### config.mk
export PLATFORM = sky130hd
export DESIGN_NAME = pfla_ctrl
export DESIGN_NICKNAME = d
export VERILOG_FILES = /design/src/rtl/pfla_pkg.sv /design/src/rtl/pfla_ctrl.sv
export SDC_FILE = /design/constraint.sdc
export NUM_CORES = 1
export LEC_CHECK = 0
export BUFFER_PORTS_ARGS = -buffer_cell sky130_fd_sc_hd__buf_4
export CORE_MARGIN = 2
export CORE_UTILIZATION = 50
export CTS_BUF_LIST = sky130_fd_sc_hd__clkbuf_8
export DETAILED_ROUTE_END_ITERATION = 6
export GPL_ROUTABILITY_DRIVEN = 0
export HOLD_SLACK_MARGIN = 0.12
export PLACE_DENSITY = 0.84
export SETUP_SLACK_MARGIN = 0.2
export SLEW_MARGIN = 20
export SYNTH_ARGS = -nofsm -noshare
export SYNTH_HDL_FRONTEND = slang
export SYNTH_SLANG_ARGS = --single-unit
### constraint.sdc
create_clock -name clk -period 2.2 [get_ports clk]
set_clock_uncertainty 0.2 [all_clocks]
set_input_delay 0.11 -clock clk [delete_from_list [all_inputs] [get_ports clk]]
set_output_delay 0.11 -clock clk [all_outputs]
set_load 0.02 [all_outputs]
### src/rtl/pfla_pkg.sv
// ----------------------------------------------------------------------------
// Page allocator package
// Shared constants, codes and the command/status bundles that pass between
// the allocator controller and its datapath.
// ----------------------------------------------------------------------------
package pfla_pkg;

    localparam int ADDR_W     = 56;
    localparam int PAGE_SHIFT = 12;
    localparam int PN_W       = ADDR_W - PAGE_SHIFT;

    typedef enum logic [1:0] {
        KIND_BUILD = 2'd0,
        KIND_ALLOC = 2'd1,
        KIND_FREE  = 2'd2,
        KIND_NONE  = 2'd3
    } kind_t;

    typedef enum logic [1:0] {
        ST_OK      = 2'd0,
        ST_OOM     = 2'd1,
        ST_IGNORED = 2'd2,
        ST_DROPPED = 2'd3
    } status_t;

    typedef struct packed {
        logic    capture;
        logic    build_a;
        logic    build_b;
        logic    build_c;
        logic    build_push;
        logic    topup_rd;
        logic    topup_wr;
        logic    alloc_rd;
        logic    alloc_grant;
        logic    drain_rd;
        logic    drain_wr;
        logic    free_push;
        logic    set_status;
        status_t status_code;
        logic    load_out;
    } cmd_t;

    typedef struct packed {
        kind_t kind;
        logic  addr_bad;
        logic  fill_zero;
        logic  fill_full;
        logic  gcount_zero;
        logic  gcount_full;
        logic  build_done;
        logic  out_free;
    } stat_t;

endpackage

### src/rtl/pfla_ctrl.sv
// ----------------------------------------------------------------------------
// Page allocator controller
// Sequences build, allocate and free requests as steps on the datapath,
// including the cache refill and flush loops.
// ----------------------------------------------------------------------------
module pfla_ctrl (
    input  logic            clk,
    input  logic            rst_n,
    input  logic            in_valid,
    output logic            in_ready,
    input  pfla_pkg::stat_t stat,
    output pfla_pkg::cmd_t  cmd
);

    typedef enum logic [16:0] {
        S_IDLE        = 17'h00001,
        S_DISPATCH    = 17'h00002,
        S_BUILD_A     = 17'h00004,
        S_BUILD_B     = 17'h00008,
        S_BUILD_C     = 17'h00010,
        S_BUILD_PUSH  = 17'h00020,
        S_TOPUP_RD    = 17'h00040,
        S_TOPUP_WR    = 17'h00080,
        S_ALLOC_CHK   = 17'h00100,
        S_ALLOC_POST  = 17'h00200,
        S_ALLOC_RD    = 17'h00400,
        S_ALLOC_GRANT = 17'h00800,
        S_FREE_CHK    = 17'h01000,
        S_DRAIN_RD    = 17'h02000,
        S_DRAIN_WR    = 17'h04000,
        S_FREE_PUSH   = 17'h08000,
        S_DONE        = 17'h10000
    } state_t;

    state_t state_reg;
    state_t state_next;

    always_ff @(posedge clk or negedge rst_n)
    begin
        if (!rst_n)
        begin
            state_reg <= S_IDLE;
        end
        else
        begin
            state_reg <= state_next;
        end
    end

    assign in_ready = (state_reg == S_IDLE);

    always_comb
    begin
        state_next      = state_reg;
        cmd             = '0;
        cmd.status_code = pfla_pkg::ST_OK;
        case (state_reg)
            S_IDLE:
            begin
                if (in_valid)
                begin
                    cmd.capture = 1'b1;
                    state_next  = S_DISPATCH;
                end
            end
            S_DISPATCH:
            begin
                case (stat.kind)
                    pfla_pkg::KIND_BUILD: state_next = S_BUILD_A;
                    pfla_pkg::KIND_ALLOC: state_next = S_ALLOC_CHK;
                    pfla_pkg::KIND_FREE:  state_next = S_FREE_CHK;
                    default:
                    begin
                        cmd.set_status  = 1'b1;
                        cmd.status_code = pfla_pkg::ST_IGNORED;
                        state_next      = S_DONE;
                    end
                endcase
            end
            S_BUILD_A:
            begin
                cmd.build_a = 1'b1;
                state_next  = S_BUILD_B;
            end
            S_BUILD_B:
            begin
                cmd.build_b = 1'b1;
                state_next  = S_BUILD_C;
            end
            S_BUILD_C:
            begin
                cmd.build_c = 1'b1;
                state_next  = S_BUILD_PUSH;
            end
            S_BUILD_PUSH:
            begin
                if (stat.build_done)
                begin
                    state_next = S_TOPUP_RD;
                end
                else
                begin
                    cmd.build_push = 1'b1;
                end
            end
            S_TOPUP_RD:
            begin
                if (stat.fill_full || stat.gcount_zero)
                begin
                    // The refill serves both a build and an empty-cache allocate.
                    if (stat.kind == pfla_pkg::KIND_ALLOC)
                    begin
                        state_next = S_ALLOC_POST;
                    end
                    else
                    begin
                        state_next = S_DONE;
                    end
                end
                else
                begin
                    cmd.topup_rd = 1'b1;
                    state_next   = S_TOPUP_WR;
                end
            end
            S_TOPUP_WR:
            begin
                cmd.topup_wr = 1'b1;
                state_next   = S_TOPUP_RD;
            end
            S_ALLOC_CHK:
            begin
                state_next = stat.fill_zero ? S_TOPUP_RD : S_ALLOC_RD;
            end
            S_ALLOC_POST:
            begin
                if (stat.fill_zero)
                begin
                    cmd.set_status  = 1'b1;
                    cmd.status_code = pfla_pkg::ST_OOM;
                    state_next      = S_DONE;
                end
                else
                begin
                    state_next = S_ALLOC_RD;
                end
            end
            S_ALLOC_RD:
            begin
                cmd.alloc_rd = 1'b1;
                state_next   = S_ALLOC_GRANT;
            end
            S_ALLOC_GRANT:
            begin
                cmd.alloc_grant = 1'b1;
                state_next      = S_DONE;
            end
            S_FREE_CHK:
            begin
                if (stat.addr_bad)
                begin
                    cmd.set_status  = 1'b1;
                    cmd.status_code = pfla_pkg::ST_IGNORED;
                    state_next      = S_DONE;
                end
                else if (stat.fill_full)
                begin
                    state_next = S_DRAIN_RD;
                end
                else
                begin
                    state_next = S_FREE_PUSH;
                end
            end
            S_DRAIN_RD:
            begin
                if (stat.fill_zero)
                begin
                    state_next = S_FREE_PUSH;
                end
                else
                begin
                    cmd.drain_rd = 1'b1;
                    state_next   = S_DRAIN_WR;
                end
            end
            S_DRAIN_WR:
            begin
                cmd.drain_wr = 1'b1;
                state_next   = S_DRAIN_RD;
            end
            S_FREE_PUSH:
            begin
                cmd.free_push = 1'b1;
                state_next    = S_DONE;
            end
            S_DONE:
            begin
                if (stat.out_free)
                begin
                    cmd.load_out = 1'b1;
                    state_next   = S_IDLE;
                end
            end
            default:
            begin
                state_next = S_IDLE;
            end
        endcase
    end

endmodule

==> flow_summary_export.csv, run 1 <==
group,metric,value,unit
synth,syn_nets,153,
clocking,cts.root.buffer_cell,"clkbuf_8",
clocking,cts_num_sinks,17,
floorplan,boundaryPins,29,
floorplan,die_width,53.9,um
placed_design,hpwl,2670,um
synth,synth.lib_cells_used.distinct,48,
synth,sequential_element_share_of_the_synthesized_area,0.342,
clocking,clockBufferDepth,2,
timing,endpoint_type,"top-level output",
placed_design,post-place-ws,-0.0443,ns
synth,post_synth_instance_area,1250,um^2
status,stopped_at,"global routing",
floorplan,die_height,53.9,um
status,tool.error,"[ERROR DPL-0038] Utilization greater than 100%, impossible to legalize",
synth,ys.warnings.count,0,
synth,synth-async-reset-ratio,1.00,
synth,edff_count_synth,0,
timing,grt_worst_setup_endpoint,"cmd[3]",
global_route,grt_max_degree,17,
synth,cell_count_after_synthesis,141,
status,outcome,"aborted with a tool error",
floorplan,start_util,0.517,
synth,ffs_latches_synth,17,
clocking,cts_made_buffers,3,
floorplan,fp-row-count,18,
synth,synth_top_flop_cell,"dfrtp_1",
synth,syn-mean-instance-area,8.84,um^2
clocking,htree_num_levels,1,
placed_design,number_of_buffers_added_on_ports,27,
==> per-stage QoR <==
stage / hold slack (ns) / instance area (um^2) / std cells
after global placement: -0.212 / 1720 / 220
after floorplan: -0.386 / 1310 / 141
after CTS: 0.144 / 2290 / 256
after detailed placement: -0.210 / 1720 / 220
==> synth_stat cells (3+ instances only) <==
cell	count	area share
or4_1	4	0.024
dfrtp_1	16	0.32
o21ai_0	3	0.012
nand2b_1	4	0.020
xnor2_1	4	0.028
inv_1	4	0.012
nor4_1	9	0.045
nor4b_1	6	0.042
and4b_1	3	0.024
xor2_1	3	0.021
nand4_1	3	0.015
nand2_1	10	0.030
a21oi_1	3	0.012
nor3_1	8	0.032
nor3b_1	3	0.018
nor2_1	18	0.054
buf_2	3	0.012
==> cells by family after synthesis <==
| family | Yosys count | synth area share |
|---|---|---|
| compound gates | 15 | 0.0984 |
| xor+xnor | 7 | 0.0492 |
| buf+inv | 12 | 0.0492 |
| flops | 17 | 0.342 |
| mux | 1 | 0.00803 |
| simple gates | 89 | 0.453 |
==> what timing repair did <==
action,4_1_cts
resized for setup,58
buffers inserted,20
pin swaps,26
hold endpoints to repair,30
hold buffers,12
setup endpoints to repair,23
==> run 2: changes to the inputs <==
Settings changed: CORE_AREA from default to 2 2 63 65, CORE_MARGIN 2 to default, CORE_UTILIZATION 50 to default, CTS_BUF_LIST sky130_fd_sc_hd__clkbuf_8 to default, DIE_AREA from default to 0 0 65 67, HOLD_SLACK_MARGIN 0.12 to default, PLACE_DENSITY 0.84 to default, PLACE_DENSITY_LB_ADDON from default to 0.15, SETUP_SLACK_MARGIN 0.2 to default.
==> run 2 against run 1 <==
Effect of this change:
- the flow now finishes, with violations (setup timing)
- area after synthesis is the same
- synthesized cell count is the same
==> flow_summary_export.csv, run 2 <==
group,metric,value,unit
status,outcome,"finished with violations",
status,failed_checks,"setup timing",
synth,netlist_top_cells_count,"nor2_1 (18), dfrtp_1 (16), nand2_1 (10), nor4_1 (9), nor3_1 (8)",
timing,max_slew.worst_pin.slew,0.340,ns
route,ant_nets,0,
hold_path,min_path_type,"in -> reg",
synth,ffs_latches_synth,17,
placed_design,hpwl,2760,um
clocking,htree_num_levels,1,
power,cellPowerDensity,694,nW/um^2
timing,rsz_0062_raised_after_global_routing,"yes",
final_layout,nets_final,236,
clocking,clockBufferDepth,2,
route,vias,1401,
floorplan,start_util,0.346,
critical_path,critical_path.startpoint_type,"register",
global_route,global_route.overflow_total,0,
floorplan,design.core.area,3610,um^2
clocking,clkLatencyLatePin,0.25,ns
critical_path,path_max_fanout,4,
clocking,cts.reportedPaths.clkPinSlew,0.07,ns
final_layout,area_growth,75.3,%
floorplan,fp.dieArea,4360,um^2
global_route,grt_antenna_before_repair,0,
timing,fin_crit,2.47,ns
job,max_cap_viol_count,0,
global_route,first_global_vias,1398,
timing,worst_slew_margin_rel,0.770,
power,fin_total_pwr,1520,uW
route,initialDrtViolationCount,14,
final_layout,drive_gt1_frac,0.529,
synth,syn-mean-instance-area,8.84,um^2
route,wl_per_cell,14.3,um
floorplan,fp-row-count,22,
route,post-route-drc-count,0,
synth,cell_count_after_synthesis,141,
route,drt_pre_antenna_iters,4,
synth,edff_count_synth,0,
timing,layout_setup_ws,-0.272,ns
critical_path,cp.arrival,2.16,ns
critical_path,timing.critical_path.slowest_cell_delay,0.58,ns
final_layout,final_common_cell,"buf_4",
floorplan,boundaryPins,29,
synth,ys.warnings.count,0,
synth,synth_most_common_cell,"nor2_1",
placed_design,number_of_buffers_added_on_ports,27,
clocking,cts_made_buffers,3,
power,peakVddDrop,0.316,mV
synth,synth.lib_cells_used.distinct,48,
final_layout,combined_area_of_the_multi_input_logic_cells,908,um^2
critical_path,crit_path_required_time,1.89,ns
timing,finalSetupViolCount,13,
placed_design,post_dp_cell_area,1720,um^2
synth,yosys.area.top_type,"dfrtp_1",
power,leakage,0.00101,uW
final_layout,layout_common_cells,"buf_4 (63), nor2_1 (18), buf_6 (15)",
final_layout,layout.cell_area.non_filler,2180,um^2
synth,sequential_element_share_of_the_synthesized_area,0.342,
route,routed_via_density,5.17,
critical_path,worst-setup-path-type,"reg -> out",
critical_path,cp_cell_sequence,"or4_4 > nor4_4 > buf_4 > and3_4 > and2_4 > buf_6",
floorplan,die_width,65,um
critical_path,capturing_element_type_of_the_critical_path,"output port",
route,routed_wirelength,3870,um
timing,report.final.slew_viol_count,0,
global_route,grt_max_degree,18,
critical_path,critical-path-slowest-cell,"or4_4",
global_route,grt_pass1_wl,6310,um
clocking,cts.root.buffer_cell,"clkbuf_8",
synth,synthDominantCellAreaShare,0.321,
synth,synth-async-reset-ratio,1.00,
final_layout,layout.filler_cells,312,
floorplan,die_height,67,um
final_layout,antennaDiodeCount,0,
clocking,cts_tree,"built",
synth,syn_nets,153,
timing,hold_viol,0,
final_layout,flip_flop_count_of_the_largest_register_all_copies_and_words_added,17,
synth,post_synth_instance_area,1250,um^2
timing,timing.final.crit_share,1.12,
synth,synth_top_flop_cell,"dfrtp_1",
clocking,cts_num_sinks,17,
final_layout,seq_area,434,um^2
timing,fmax,404,MHz
synth,ys_top_cells_by_area,"dfrtp_1 (32%), nor2_1 (5.4%), nor4_1 (4.5%), nor4b_1 (4.2%), nor3_1 (3.2%)",
global_route,global_route.usage.total,0.189,
run 2: power breakdown:
group          switching, uW  internal, uW  leakage (uW)
logic                    407           489      0.000761
clock network            110           129     0.0000228
registers               35.8           347      0.000223
total                    553           964       0.00101
run 2: cell type report:
cell class | instances | share of cell area
clock buffer | 4 | 0.0206
inverter | 4 | 0.00687
multi-input combinational | 112 | 0.416
sequential | 17 | 0.199
tap | 48 | 0.0275
timing repair buffer | 86 | 0.330
run 2: final timing paths:
| path | start | end | slack (ns) | cells after the start |
|---|---|---|---|---|
| setup / recovery | state_reg[11]$_DFFE_PN0P_ | cmd[15] | -0.27 | 6 |
| hold / removal | stat[1] | state_reg[5]$_DFFE_PN0P_ | 0.04 | 4 |
| setup reg to reg | state_reg[11]$_DFFE_PN0P_ | state_reg[16]$_DFFE_PN0P_ | -0.03 | 7 |
| hold reg to reg | state_reg[12]$_DFFE_PN0P_ | state_reg[14]$_DFFE_PN0P_ | 0.45 | 2 |
| max in group asynchronous | rst_n | state_reg[0]$_DFFE_PN1P_ | 1.48 | 2 |
| min in group asynchronous | rst_n | state_reg[8]$_DFFE_PN0P_ | 0.06 | 2 |
run 2: layer usage:
layer / GRT usage / part of all wire
met3: 0.0287 / 0.026
met5: 0 / 0
met2: 0.340 / 0.53
met4: 0.0585 / 0.013
met1: 0.231 / 0.43
run 2: metrics by stage:
stage               setup slack [ns]  hold WS [ns]  cells  setup TNS [ns]   util
global route                  -0.346        0.0595    271           -3.26  0.606
finish                        -0.272        0.0429    271           -2.12  0.606
detailed placement           -0.0940        -0.205    239          -0.359  0.477
floorplan                    -0.0428        -0.386    141         -0.0428      -
CTS                           -0.302        0.0240    263           -2.24  0.574
global placement              -0.124        -0.207    239          -0.247  0.477
run 2: what timing repair did:
item                                   in CTS  in global routing
hold buffers                                8                  0
pin swaps                                  15                  8
endpoints found under the hold margin      25                  0
setup endpoints to repair                  16                 19
setup buffers                              12                  9
resized for setup                          32                 12
run 2: cells by family (layout without fill, tap and decap cells):
| logic type | after synthesis | after routing | share of synthesized area |
|---|---|---|---|
| AO/OA/AOI/OAI | 15 | 15 | 0.0984 |
| AND/OR/NAND/NOR | 89 | 89 | 0.453 |
| buffers and inverters | 12 | 94 | 0.0492 |
| flip-flops | 17 | 17 | 0.342 |
| multiplexers | 1 | 1 | 0.00803 |
| XOR/XNOR | 7 | 7 | 0.0492 |
run 2: worst max-delay path: cells and delay by family, from the launching register on:
family	cells	cell delay (ns)
simple gates	4	1.22
flops	1	0.42
buf+inv	2	0.26
(Power assumes the default switching activity.)
